===== src/design/dtpg_pkg.sv =====
// Shared types, codes and constants of the display test pattern generator.
package dtpg_pkg;

    localparam int unsigned SEGMENT_COUNT = 6;
    localparam int unsigned COL_W         = 12;
    localparam int unsigned CHAN_W        = 8;
    localparam int unsigned PART_W        = 10;
    localparam int unsigned CNT_W         = 4;

    // Screen width divided by six: multiply by a scaled reciprocal, exact for 12-bit widths.
    localparam logic [15:0] RECIP_SIX   = 16'd43691;
    localparam int unsigned RECIP_SHIFT = 18;

    localparam logic [COL_W-1:0]  WIDTH_RESET = 12'd320;
    localparam logic [CHAN_W-1:0] FULL        = 8'hFF;

    localparam logic [CNT_W-1:0] SEG_STEPS  = 4'd12;
    localparam logic [CNT_W-1:0] RAMP_STEPS = 4'd8;

    localparam int unsigned PADDR_W = 3;
    localparam logic [0:0]  REG_COLUMNS = 1'b0;

    typedef enum logic [2:0] {
        STG_RED     = 3'd0,
        STG_GREEN   = 3'd1,
        STG_BLUE    = 3'd2,
        STG_PALETTE = 3'd3,
        STG_GRAY    = 3'd4,
        STG_DONE    = 3'd5
    } t_stage;

    typedef enum logic [2:0] {
        CS_IDLE,
        CS_DISPATCH,
        CS_DIV_SEG,
        CS_DIV_RAMP,
        CS_FINISH
    } t_ctl_state;

    // Controller to datapath.
    typedef struct packed {
        logic accept;
        logic load_seg;
        logic load_gray;
        logic load_ramp;
        logic step;
        logic write_out;
    } t_dp_cmd;

    // Datapath to controller.
    typedef struct packed {
        logic need_palette;
        logic need_gray;
    } t_dp_status;

endpackage


===== src/design/dtpg_item_if.sv =====
// Input channel: pixel request or button press.
interface dtpg_item_if;
    logic                           valid;
    logic                           ready;
    logic                           command;
    logic [dtpg_pkg::COL_W-1:0]     column;

    modport source (output valid, output command, output column, input ready);
    modport sink   (input valid, input command, input column, output ready);
endinterface


===== src/design/dtpg_result_if.sv =====
// Result channel: column colour and stage status.
interface dtpg_result_if;
    logic                           valid;
    logic                           ready;
    logic [dtpg_pkg::CHAN_W-1:0]    red;
    logic [dtpg_pkg::CHAN_W-1:0]    green;
    logic [dtpg_pkg::CHAN_W-1:0]    blue;
    logic                           painted;
    logic [2:0]                     current_stage;
    logic                           test_done;

    modport source (output valid, output red, output green, output blue, output painted,
                    output current_stage, output test_done, input ready);
    modport sink   (input valid, input red, input green, input blue, input painted,
                    input current_stage, input test_done, output ready);
endinterface


===== src/design/dtpg_ctrl.sv =====
// Controller state machine: sequences acceptance, divider steps and result write.
module dtpg_ctrl (
    input  logic                  i_clk,
    input  logic                  i_rst_n,
    input  logic                  i_in_valid,
    output logic                  o_in_ready,
    input  logic                  i_out_ready,
    output logic                  o_out_valid,
    input  dtpg_pkg::t_dp_status  i_status,
    output dtpg_pkg::t_dp_cmd     o_cmd
);

    dtpg_pkg::t_ctl_state           r_state, n_state;
    logic [dtpg_pkg::CNT_W-1:0]     r_cnt, n_cnt;
    logic                           r_out_valid, n_out_valid;
    logic                           w_slot_free;
    logic                           w_last;

    assign w_slot_free = !r_out_valid || i_out_ready;
    assign w_last      = (r_cnt == dtpg_pkg::CNT_W'(1));

    always_comb begin
        n_state = r_state;
        n_cnt   = r_cnt;
        case (r_state)
            dtpg_pkg::CS_IDLE: begin
                if (i_in_valid) begin
                    n_state = dtpg_pkg::CS_DISPATCH;
                end
            end
            dtpg_pkg::CS_DISPATCH: begin
                if (i_status.need_palette) begin
                    n_state = dtpg_pkg::CS_DIV_SEG;
                    n_cnt   = dtpg_pkg::SEG_STEPS;
                end else if (i_status.need_gray) begin
                    n_state = dtpg_pkg::CS_DIV_RAMP;
                    n_cnt   = dtpg_pkg::RAMP_STEPS;
                end else begin
                    n_state = dtpg_pkg::CS_FINISH;
                end
            end
            dtpg_pkg::CS_DIV_SEG: begin
                n_cnt = r_cnt - dtpg_pkg::CNT_W'(1);
                if (w_last) begin
                    n_state = dtpg_pkg::CS_DIV_RAMP;
                    n_cnt   = dtpg_pkg::RAMP_STEPS;
                end
            end
            dtpg_pkg::CS_DIV_RAMP: begin
                n_cnt = r_cnt - dtpg_pkg::CNT_W'(1);
                if (w_last) begin
                    n_state = dtpg_pkg::CS_FINISH;
                end
            end
            dtpg_pkg::CS_FINISH: begin
                if (w_slot_free) begin
                    n_state = dtpg_pkg::CS_IDLE;
                end
            end
            default: begin
                n_state = dtpg_pkg::CS_IDLE;
            end
        endcase
    end

    always_comb begin
        o_cmd      = '0;
        o_in_ready = 1'b0;
        case (r_state)
            dtpg_pkg::CS_IDLE: begin
                o_in_ready   = 1'b1;
                o_cmd.accept = i_in_valid;
            end
            dtpg_pkg::CS_DISPATCH: begin
                o_cmd.load_seg  = i_status.need_palette;
                o_cmd.load_gray = !i_status.need_palette && i_status.need_gray;
            end
            dtpg_pkg::CS_DIV_SEG: begin
                o_cmd.step      = 1'b1;
                o_cmd.load_ramp = w_last;
            end
            dtpg_pkg::CS_DIV_RAMP: begin
                o_cmd.step = 1'b1;
            end
            dtpg_pkg::CS_FINISH: begin
                o_cmd.write_out = w_slot_free;
            end
            default: begin
                o_cmd = '0;
            end
        endcase
    end

    always_comb begin
        n_out_valid = r_out_valid;
        if (o_cmd.write_out) begin
            n_out_valid = 1'b1;
        end else if (i_out_ready) begin
            n_out_valid = 1'b0;
        end
    end

    assign o_out_valid = r_out_valid;

    always_ff @(posedge i_clk) begin
        if (!i_rst_n) begin
            r_state     <= dtpg_pkg::CS_IDLE;
            r_cnt       <= '0;
            r_out_valid <= 1'b0;
        end else begin
            r_state     <= n_state;
            r_cnt       <= n_cnt;
            r_out_valid <= n_out_valid;
        end
    end

endmodule


===== src/design/dtpg_datapath.sv =====
// Datapath: width and stage registers, shared restoring divider, color mapping.
module dtpg_datapath (
    input  logic                          i_clk,
    input  logic                          i_rst_n,
    input  dtpg_pkg::t_dp_cmd             i_cmd,
    output dtpg_pkg::t_dp_status          o_status,
    input  logic                          i_cfg_we,
    input  logic [dtpg_pkg::COL_W-1:0]    i_cfg_width,
    output logic [dtpg_pkg::COL_W-1:0]    o_width,
    input  logic                          i_command,
    input  logic [dtpg_pkg::COL_W-1:0]    i_column,
    output logic [dtpg_pkg::CHAN_W-1:0]   o_red,
    output logic [dtpg_pkg::CHAN_W-1:0]   o_green,
    output logic [dtpg_pkg::CHAN_W-1:0]   o_blue,
    output logic                          o_painted,
    output logic [2:0]                    o_current_stage,
    output logic                          o_test_done
);

    localparam int unsigned CW = dtpg_pkg::COL_W;
    localparam int unsigned HW = dtpg_pkg::CHAN_W;

    logic [CW-1:0]            r_width;
    dtpg_pkg::t_stage         r_stage;
    logic                     r_cmd;
    logic [CW-1:0]            r_col;
    logic [CW-1:0]            r_rem;
    logic [CW-1:0]            r_quo;
    logic [CW-1:0]            r_div;
    logic [2:0]               r_seg;
    logic                     r_seg_ok;
    logic [HW-1:0]            r_red, r_green, r_blue;
    logic                     r_painted;
    logic [2:0]               r_cur_stage;
    logic                     r_done;

    logic [CW+15:0]           w_prod;
    logic [dtpg_pkg::PART_W-1:0] w_part;
    logic                     w_onscreen;
    logic [CW:0]              w_trial;
    logic                     w_ge;
    logic [CW:0]              w_diff;
    logic [HW-1:0]            w_k;
    logic [HW-1:0]            n_red, n_green, n_blue;
    logic                     n_painted;

    // part size = width / 6
    assign w_prod     = r_width * dtpg_pkg::RECIP_SIX;
    assign w_part     = w_prod[CW+15 -: dtpg_pkg::PART_W];
    assign w_onscreen = (r_col < r_width);

    assign o_status.need_palette = !r_cmd && w_onscreen && (r_stage == dtpg_pkg::STG_PALETTE)
                                   && (w_part != '0);
    assign o_status.need_gray    = !r_cmd && w_onscreen && (r_stage == dtpg_pkg::STG_GRAY);

    // One restoring step: shift the next dividend bit into the remainder.
    assign w_trial = {r_rem, r_quo[CW-1]};
    assign w_ge    = (w_trial >= {1'b0, r_div});
    assign w_diff  = w_trial - {1'b0, r_div};
    assign w_k     = r_quo[HW-1:0];

    always_comb begin
        n_red     = '0;
        n_green   = '0;
        n_blue    = '0;
        n_painted = 1'b0;
        if (!r_cmd && w_onscreen) begin
            case (r_stage)
                dtpg_pkg::STG_RED: begin
                    n_red     = dtpg_pkg::FULL;
                    n_painted = 1'b1;
                end
                dtpg_pkg::STG_GREEN: begin
                    n_green   = dtpg_pkg::FULL;
                    n_painted = 1'b1;
                end
                dtpg_pkg::STG_BLUE: begin
                    n_blue    = dtpg_pkg::FULL;
                    n_painted = 1'b1;
                end
                dtpg_pkg::STG_PALETTE: begin
                    if ((w_part != '0) && r_seg_ok) begin
                        n_painted = 1'b1;
                        case (r_seg)
                            3'd0: begin
                                n_red = dtpg_pkg::FULL; n_green = w_k;
                            end
                            3'd1: begin
                                n_red = dtpg_pkg::FULL - w_k; n_green = dtpg_pkg::FULL;
                            end
                            3'd2: begin
                                n_green = dtpg_pkg::FULL; n_blue = w_k;
                            end
                            3'd3: begin
                                n_green = dtpg_pkg::FULL - w_k; n_blue = dtpg_pkg::FULL;
                            end
                            3'd4: begin
                                n_red = w_k; n_blue = dtpg_pkg::FULL;
                            end
                            default: begin
                                n_red = dtpg_pkg::FULL; n_blue = dtpg_pkg::FULL - w_k;
                            end
                        endcase
                    end
                end
                dtpg_pkg::STG_GRAY: begin
                    n_red     = w_k;
                    n_green   = w_k;
                    n_blue    = w_k;
                    n_painted = 1'b1;
                end
                default: begin
                    n_painted = 1'b0;
                end
            endcase
        end
    end

    // Control state: width register and stage.
    always_ff @(posedge i_clk) begin
        if (!i_rst_n) begin
            r_width <= dtpg_pkg::WIDTH_RESET;
            r_stage <= dtpg_pkg::STG_RED;
        end else begin
            if (i_cfg_we) begin
                r_width <= i_cfg_width;
            end
            if (i_cmd.accept && i_command && (r_stage < dtpg_pkg::STG_DONE)) begin
                r_stage <= dtpg_pkg::t_stage'(r_stage + 3'd1);
            end
        end
    end

    // Payload: latched item, divider, result registers.
    always_ff @(posedge i_clk) begin
        if (i_cmd.accept) begin
            r_cmd <= i_command;
            r_col <= i_column;
        end
        if (i_cmd.load_seg) begin
            r_rem <= '0;
            r_quo <= r_col;
            r_div <= CW'(w_part);
        end else if (i_cmd.load_gray) begin
            r_rem <= r_col;
            r_quo <= '0;
            r_div <= r_width;
        end else if (i_cmd.load_ramp) begin
            // Last segment step: keep the remainder, clear the quotient so the
            // ramp runs on with zero bits shifted in.
            r_rem <= w_ge ? w_diff[CW-1:0] : w_trial[CW-1:0];
            r_quo <= '0;
        end else if (i_cmd.step) begin
            r_rem <= w_ge ? w_diff[CW-1:0] : w_trial[CW-1:0];
            r_quo <= {r_quo[CW-2:0], w_ge};
        end
        // Capture the segment from the quotient completed by the last step.
        if (i_cmd.load_ramp) begin
            r_seg    <= {r_quo[1:0], w_ge};
            r_seg_ok <= ({r_quo[CW-2:0], w_ge} < CW'(dtpg_pkg::SEGMENT_COUNT));
        end
        if (i_cmd.write_out) begin
            r_red       <= n_red;
            r_green     <= n_green;
            r_blue      <= n_blue;
            r_painted   <= n_painted;
            r_cur_stage <= r_stage;
            r_done      <= (r_stage >= dtpg_pkg::STG_DONE);
        end
    end

    assign o_width         = r_width;
    assign o_red           = r_red;
    assign o_green         = r_green;
    assign o_blue          = r_blue;
    assign o_painted       = r_painted;
    assign o_current_stage = r_cur_stage;
    assign o_test_done     = r_done;

endmodule


===== src/design/display_test_pattern_generator_top.sv =====
// Top level of the display test pattern generator: channels, register port, submodules.
//
// Usage:
//   i_item (valid/ready) carries one beat per request: command 0 asks for the
//   color of a column in the current stage, command 1 is a button press that
//   advances the stage (red, green, blue, hue palette, gray ramp, done).
//   o_result (valid/ready) returns one beat per input beat: color, painted
//   flag, stage after the item and the done flag.
//   The APB port holds the screen column count at byte address 0 (reset 320);
//   write it only while the block is idle. pready is tied high.
// Timing:
//   One item at a time. After the accepting edge the item passes dispatch,
//   then goes straight to the result write for solid stages, presses and
//   off-screen columns, through 8 divider steps for gray columns, and through
//   12 steps for the segment and 8 for the ramp for palette columns. Input is
//   ready again the cycle after that write, so the shared divider sets the pace.
// Reset and stall:
//   Synchronous active-low reset returns to the red stage with no result
//   pending. A stalled result holds in the output register while the next
//   item is taken and computed; only its final write waits for the slot.
module display_test_pattern_generator_top (
    input  logic                                 i_clk,
    input  logic                                 i_rst_n,
    dtpg_item_if.sink                            i_item,
    dtpg_result_if.source                        o_result,
    input  logic                                 psel,
    input  logic                                 penable,
    input  logic                                 pwrite,
    input  logic [dtpg_pkg::PADDR_W-1:0]         paddr,
    input  logic [31:0]                          pwdata,
    output logic [31:0]                          prdata,
    output logic                                 pready
);

    dtpg_pkg::t_dp_cmd               w_cmd;
    dtpg_pkg::t_dp_status            w_status;
    logic                            w_cfg_hit;
    logic                            w_cfg_we;
    logic [dtpg_pkg::COL_W-1:0]      w_width;

    // Register decode: word index is the address bit above the byte offset.
    assign pready    = 1'b1;
    assign w_cfg_hit = (paddr[dtpg_pkg::PADDR_W-1] == dtpg_pkg::REG_COLUMNS);
    assign w_cfg_we  = psel && penable && pwrite && pready && w_cfg_hit;
    assign prdata    = w_cfg_hit ? {{(32 - dtpg_pkg::COL_W){1'b0}}, w_width} : 32'd0;

    dtpg_ctrl u_ctrl (
        .i_clk       (i_clk),
        .i_rst_n     (i_rst_n),
        .i_in_valid  (i_item.valid),
        .o_in_ready  (i_item.ready),
        .i_out_ready (o_result.ready),
        .o_out_valid (o_result.valid),
        .i_status    (w_status),
        .o_cmd       (w_cmd)
    );

    dtpg_datapath u_datapath (
        .i_clk           (i_clk),
        .i_rst_n         (i_rst_n),
        .i_cmd           (w_cmd),
        .o_status        (w_status),
        .i_cfg_we        (w_cfg_we),
        .i_cfg_width     (pwdata[dtpg_pkg::COL_W-1:0]),
        .o_width         (w_width),
        .i_command       (i_item.command),
        .i_column        (i_item.column),
        .o_red           (o_result.red),
        .o_green         (o_result.green),
        .o_blue          (o_result.blue),
        .o_painted       (o_result.painted),
        .o_current_stage (o_result.current_stage),
        .o_test_done     (o_result.test_done)
    );

endmodule

===== src/flat_wrapper.sv =====
// flat-port wrapper written by rule: the top's interface ports become plain ports
module display_test_pattern_generator_top_flat 
  (i_clk, i_rst_n, psel, penable, pwrite, paddr, pwdata, prdata, pready, i_item_valid, i_item_command, i_item_column, i_item_ready, o_result_valid, o_result_red, o_result_green, o_result_blue, o_result_painted, o_result_current_stage, o_result_test_done, o_result_ready);
  dtpg_item_if i_item_i ();
  dtpg_result_if o_result_i ();
  input  logic i_clk;
  input  logic i_rst_n;
  input  logic psel;
  input  logic penable;
  input  logic pwrite;
  input  logic [dtpg_pkg::PADDR_W-1:0] paddr;
  input  logic [31:0] pwdata;
  output logic [31:0] prdata;
  output logic pready;
  input wire logic [$bits(i_item_i.valid)-1:0] i_item_valid;
  input wire logic [$bits(i_item_i.command)-1:0] i_item_command;
  input wire logic [$bits(i_item_i.column)-1:0] i_item_column;
  output wire logic [$bits(i_item_i.ready)-1:0] i_item_ready;
  output wire logic [$bits(o_result_i.valid)-1:0] o_result_valid;
  output wire logic [$bits(o_result_i.red)-1:0] o_result_red;
  output wire logic [$bits(o_result_i.green)-1:0] o_result_green;
  output wire logic [$bits(o_result_i.blue)-1:0] o_result_blue;
  output wire logic [$bits(o_result_i.painted)-1:0] o_result_painted;
  output wire logic [$bits(o_result_i.current_stage)-1:0] o_result_current_stage;
  output wire logic [$bits(o_result_i.test_done)-1:0] o_result_test_done;
  input wire logic [$bits(o_result_i.ready)-1:0] o_result_ready;
  assign i_item_i.valid = i_item_valid;
  assign i_item_i.command = i_item_command;
  assign i_item_i.column = i_item_column;
  assign i_item_ready = i_item_i.ready;
  assign o_result_valid = o_result_i.valid;
  assign o_result_red = o_result_i.red;
  assign o_result_green = o_result_i.green;
  assign o_result_blue = o_result_i.blue;
  assign o_result_painted = o_result_i.painted;
  assign o_result_current_stage = o_result_i.current_stage;
  assign o_result_test_done = o_result_i.test_done;
  assign o_result_i.ready = o_result_ready;
  display_test_pattern_generator_top u_core (.i_clk(i_clk), .i_rst_n(i_rst_n), .i_item(i_item_i), .o_result(o_result_i), .psel(psel), .penable(penable), .pwrite(pwrite), .paddr(paddr), .pwdata(pwdata), .prdata(prdata), .pready(pready));
endmodule

===== config.mk =====
export PLATFORM = sky130hd
export DESIGN_NAME = display_test_pattern_generator_top_flat
export DESIGN_NICKNAME = d
export VERILOG_FILES = /design/src/design/dtpg_pkg.sv /design/src/design/dtpg_item_if.sv /design/src/design/dtpg_result_if.sv /design/src/design/dtpg_ctrl.sv /design/src/design/dtpg_datapath.sv /design/src/design/display_test_pattern_generator_top.sv /design/src/flat_wrapper.sv
export SDC_FILE = /design/constraint.sdc
export NUM_CORES = 1
export LEC_CHECK = 0
export BUFFER_PORTS_ARGS = -buffer_cell sky130_fd_sc_hd__buf_2
export CAP_MARGIN = 30
export CORE_MARGIN = 2
export CORE_UTILIZATION = 50
export CTS_CLUSTER_DIAMETER = 120
export CTS_CLUSTER_SIZE = 16
export DETAILED_ROUTE_END_ITERATION = 10
export PLACE_DENSITY_LB_ADDON = 0.15
export SLEW_MARGIN = 20
export SYNTH_ARGS = -nofsm -noshare
export SYNTH_HDL_FRONTEND = slang
export SYNTH_SLANG_ARGS = --single-unit
export TNS_END_PERCENT = 10

===== constraint.sdc =====
create_clock -name i_clk -period 10.1 [get_ports i_clk]
set_input_delay 0.505 -clock i_clk [delete_from_list [all_inputs] [get_ports i_clk]]
set_output_delay 0.505 -clock i_clk [all_outputs]
set_load 0.005 [all_outputs]

### Yosys cells after proc, flatten, opt, wreduce, memory -nomap -nowiden

Index checks and enable logic that the tools add are counted.

* RAM bits: 0
* register bits after elaboration: 105
* input port bits: 55
* ROM bits: 0
* latch bits: 0
* memories: 0
* output and inout bits: 64

* bitwise gates (word level): 1
* $lt $le $gt $ge: 5
* mux-type cells: 41
* div/mod/pow operators: 0
* $add $sub $neg: 4
* shifts and indexed selects: 0
* multipliers: 1
* eq/ne operators: 18
* reduce and logical (&&, ||, !) cells: 32

Operators with widths (count)
* 8-bit case mux with 3 select lines: 6
* 12-bit two-way mux: 9
* 12-bit by 16-bit multiplier with 28-bit output, second input constant: 1
* 8-bit two-way mux: 3
* 10-bit two-way mux: 2
* 3-bit by 2-bit == test with 1-bit output, second input constant: 6
* 3-bit two-way mux: 6
* 3-bit case mux with 5 select lines: 1
* 13-bit by 12-bit >= comparator with 1-bit output: 1
* 12-bit less-than comparator: 1
* 12-bit by 3-bit less-than comparator with 1-bit output, second input constant: 1
* 4-bit two-way mux: 3
* 4-bit case mux with 3 select lines: 1
* 12-bit subtractor: 1
* 1-bit logical AND: 11
* 10-bit nonzero test: 1
* 2-bit OR reduction: 5
* 3-bit by 1-bit == test with 1-bit output, second input constant: 3
* 3-bit == test, second input constant: 3
* 3-bit logical NOT: 3
* 1-bit two-way mux: 8
* 2-bit inequality test, second input constant: 4
* 8-bit subtractor, first input constant: 1
* 3-bit nonzero test: 2
* 16 further kinds: 19

### Longest topological paths before layout

* word-level depth: 9
* gate-level depth with buffers: 24
* depth with buffers taken out: 20

### Modules after synthesis

Synthesis repeated with hierarchy kept, for this count alone.

* cells, all modules: 935
* area total of the unflattened synthesis: 8973.6 µm²

By module, submodules not included
* dtpg_datapath: cells each 831, area each 8111.5 µm², instances 1
* dtpg_ctrl: cells each 67, area each 560.5 µm², instances 1
* display_test_pattern_generator_top: cells each 37, area each 301.5 µm², instances 1

### Worst setup path before layout

No wires, ideal clock.

* path kind: register to register
* start: reg u_core.u_datapath.r_width[8], in the netlist u_core.u_datapath.o_width[8]
* end: reg u_core.u_datapath.r_div[0] (enable)
* period minus slack after synthesis: 6.453 ns
* data arrival time: 6.139 ns
* setup time: 0.314 ns
* cell stages (with the launch flop): 24
* path buffers: 4
* required time: 9.786 ns
* path slack: 3.647 ns
* cells stage by stage: dfxtp_1 -> ha_1 -> fa_1 -> inv_1 -> fa_1 -> inv_1 -> fa_1 -> inv_1 -> fa_1 -> inv_1 -> ha_1 -> and3_1 -> clkbuf_1 -> and2_1 -> a31o_1 -> or4b_1 -> nand4_1 -> nand4_1 -> o41ai_2 -> or4_1 -> buf_2 -> buf_4 -> buf_2 -> nand2_1

* longest elaborated chain between the ends: 8
* elaborated cells on any way between the ends: 11
* those cells by class: mul (1); order compare (1); mux (1); reduce/logical (8)

Ends and longest elaborated chain
* from (decl): RTL line dtpg_datapath.sv:23 `logic [CW-1:0] r_width;`
* from (signal assigned): RTL line dtpg_datapath.sv:122 `r_width <= dtpg_pkg::WIDTH_RESET;`
* from (signal assigned): RTL line dtpg_datapath.sv:126 `r_width <= i_cfg_width;`
* parallel branches: the longest is 6 deep, another holds 12-bit by 16-bit multiplier with 28-bit output
* 2-bit two-way mux (*): RTL line dtpg_ctrl.sv:69 `case (r_state)`
* 2-bit nonzero test (no line) (*)
* to (signal assigned): RTL line dtpg_datapath.sv:143 `r_div <= CW'(w_part);`
* to (signal assigned): RTL line dtpg_datapath.sv:147 `r_div <= r_width;`
* to (decl): RTL line dtpg_datapath.sv:29 `logic [CW-1:0] r_div;`

Every way passes the cells marked *.
A chain may end at the register's enable or synchronous reset.

### Worst setup path after layout

* start: reg u_core.u_datapath.r_width[8], in the netlist u_core.u_datapath.o_width[8]
* end: reg u_core.u_ctrl.r_cnt[2] (netlist name)

* longest elaborated chain between the ends: 6
* elaborated cells on any way between the ends: 11
* those cells by class: mul (1); order compare (1); eq/ne (1); mux (2); reduce/logical (6)

Ends and longest elaborated chain
* parallel branches: the longest is 6 deep, another holds 12-bit by 16-bit multiplier with 28-bit output
* to (signal assigned): RTL line dtpg_ctrl.sv:112 `r_cnt <= n_cnt;`
* to (decl): RTL line dtpg_ctrl.sv:14 `logic [dtpg_pkg::CNT_W-1:0] r_cnt, n_cnt;`

Parallel ways; which one is timed is not known.

==> impl_metrics.ini <==
[critical_path]
worst_ep_required_time_ps = 10340
cp_data_arrival_time_ps = 7910
r2r_start = u_core.u_datapath.o_width[8]
crit_path_end_kind = flip-flop
crit_path_start_kind = flip-flop
reg2reg_to = u_core.u_ctrl.r_cnt[2]
rrSetupSlack_ps = 2440
criticalPathCategory = flip-flop to flip-flop
reg2regPathDepth = 21
worst-path-max-fanout = 47

[timing]
hold_viol = 0
fin_tns_setup_ps = 0
worst_slew_pin_slew_ps = 878
rsz0062_at_grt = false
clock_skew_ps = 11.6
fmax_ghz = 0.131
finalSetupViolCount = 0
slew_violations = 0
finalCritPeriodShare_pct = 75.9
min_period_ps = 7660
slew_headroom_pct = 41.3

[floorplanning]
die_x_um = 138
core_area_um2 = 17800
design.die.area_um2 = 19200
io_pins = 119
rows = 49
dieHeight_um = 138
start_util_pct = 50.6

[layout]
areaGrowthSynthToFinish_pct = 7.92
final_cell_mix = 142 x inv_1, 102 x ha_1, 95 x nand2_1
fin_nets = 1244
final_core_util_pct = 54.6
final_common_cell = inv_1
antenna-diode-count = 0
layout-drive-gt1-share_pct = 11.3

[clock_tree]
numCtsBuffers = 9
cts_buffer_depth = 2
hold_buffers = 0
cts-htree-levels = 3
post-cts-setup-buffer-count = 0
clock-sinks = 105
root_buffer = clkbuf_16
path_clk_slew_ps = 70
ctsResizeCount = 0
clock_latency_ps = 350
cts_tree = done

[yosys]
synthArstFlopShare_pct = 0
syn_avg_cell_area_um2 = 9.06
netlist_area_um2 = 9030
ys_ff_latch = 105
synth_area_leaders = edfxtp_1 23%, ha_1 14%, fa_1 10%
yosysSeqAreaShare_pct = 30.8
synth_cell_types = 71
synth_edf_count = 68
ys_warn_count = 0
ys.flop_type = edfxtp_1
yosys.area.top_type_share_pct = 22.6
synth_top_area_cell = edfxtp_1
syn_inst = 997

[status]
run_status = completed

[power_and_ir_drop]
leakagePower_uw = 0.00434
peakVddDrop_v = 0.0000968
power_density_nw_per_um2 = 125

[place]
hpwl_um = 17100
globalplace.congestion = 0.881
port_buffers = 75

[global_routing]
grt_pass1_wl_um = 35300
grt_max_degree = 48
grt_usage_pct = 22.9
overflow = 0
antenna_found_initial = 0
grt_pass1_vias = 6674

[flow_run]
maxCapViolCount = 0

[route]
ant_nets = 0
wirelength_um = 22100
dr.pass1.iters = 5
num_vias = 7260
viasPerCell = 5.70
drt_iter0_markers = 492
wl_per_cell_um = 17.3
drcViolationCount = 0

[hold_path]
hold_start = i_item_column[7]
min_to = u_core.u_datapath.r_col[7]
hp-class = primary input to flip-flop
holdPathStages = 1
==> synth_stat cells, types with 9 or more instances <==
library cell / number
fa_1: 47
inv_1: 142
buf_4: 22
nand4_1: 10
nor2b_1: 10
ha_1: 102
a21oi_1: 65
nor2_1: 48
o21ai_0: 47
and2_1: 13
o22ai_1: 18
clkbuf_1: 36
nand2_1: 95
o21ai_1: 23
dfxtp_1: 37
a21boi_0: 14
and3_1: 12
o211ai_1: 9
nand3_1: 18
edfxtp_1: 68
==> worst max-delay path, stage by stage (launching register included) <==
cell     delay (ps)
dfxtp_1         550
ha_1            350
fa_1            610
inv_1            90
fa_1            600
inv_1           110
fa_1            570
inv_1            60
fa_1            500
inv_1            40
ha_1            340
and3_1          270
and2_1          210
a31o_1          220
or4b_1          510
nand4_1         130
nand4_1         160
o41ai_2         350
buf_4           200
or4_2           640
nand2_1         630
o211a_1         400
==> power breakdown <==
group / internal [uW] / leakage [uW] / switching [uW]
clock network: 193 / 0.000138 / 155
registers: 485 / 0.000906 / 26.6
logic: 146 / 0.00330 / 211
total: 825 / 0.00434 / 392
==> cell type report <==
cell class                 count  area (um2)
tap                          229         287
multi-input combinational    700        5430
inverter                     142         533
fill                        1651        8090
clock buffer                  13         240
timing repair buffer          82         428
clock inverter                 3        43.8
sequential                   105        2780
==> flip-flops by register name, indices dropped and copies added, names as in the netlist, 4 cells and up <==
register,cells
u_core.u_datapath.r_rem,12
u_core.u_datapath.o_width,12
u_core.u_datapath.o_red,8
u_core.u_datapath.r_quo,12
u_core.u_datapath.o_green,8
u_core.u_datapath.r_col,12
u_core.u_datapath.r_div,12
u_core.u_datapath.o_blue,8
u_core.u_ctrl.r_cnt,4
==> layer usage <==
layer,up-vias,share of wire [%],global-route usage [%]
met1,3449,47,33.2
li1,3534,-,-
met4,0,1.7,5.42
met5,-,0,0
met2,253,45,36.4
met3,24,6.1,3.57
==> per-stage QoR <==
| stage | hold WS [ps] | power (uW) | cells | area, um2 | setup slack, ps |
|---|---|---|---|---|---|
| final | 331 | 1220 | 1274 | 9750 | 2440 |
| after floorplan | 472 | 783 | 1016 | 9100 | 3650 |
| after global placement | 512 | 866 | 1258 | 9460 | 2660 |
| after detailed placement | 522 | 871 | 1258 | 9460 | 2490 |
| after global routing | 323 | 1290 | 1274 | 9750 | 2070 |
| after CTS | 322 | 1220 | 1274 | 9750 | 2490 |
==> worst max-delay path by stage <==
stage,startpoint,to,slack [ps],depth (start not counted)
global placement,u_core.u_datapath.o_width[8],u_core.u_ctrl.r_cnt[2],2660,21
global route,u_core.u_datapath.o_width[8],u_core.u_ctrl.r_cnt[2],2070,21
detailed placement,u_core.u_datapath.o_width[8],u_core.u_ctrl.r_cnt[2],2490,21
CTS,u_core.u_datapath.o_width[8],u_core.u_ctrl.r_cnt[2],2490,21
finish,u_core.u_datapath.o_width[8],u_core.u_ctrl.r_cnt[2],2440,21
floorplan,u_core.u_datapath.o_width[8],u_core.u_datapath.r_div[0],3650,23
==> logic make-up (layout without fill, tap and decap cells) <==
family	after synthesis	count (layout)	share of synthesized area, %
adders and majority gates	149	149	24.5
other	2	21	0.0831
buffers and inverters	211	240	9.88
AOI/OAI and AO/OA	265	265	19.6
xor gates and xnor gates	14	14	1.36
muxes	9	9	1.05
and+or+nand+nor	242	242	12.7
DFF	105	105	30.8
No activity file was read; power rests on OpenSTA's default activity.
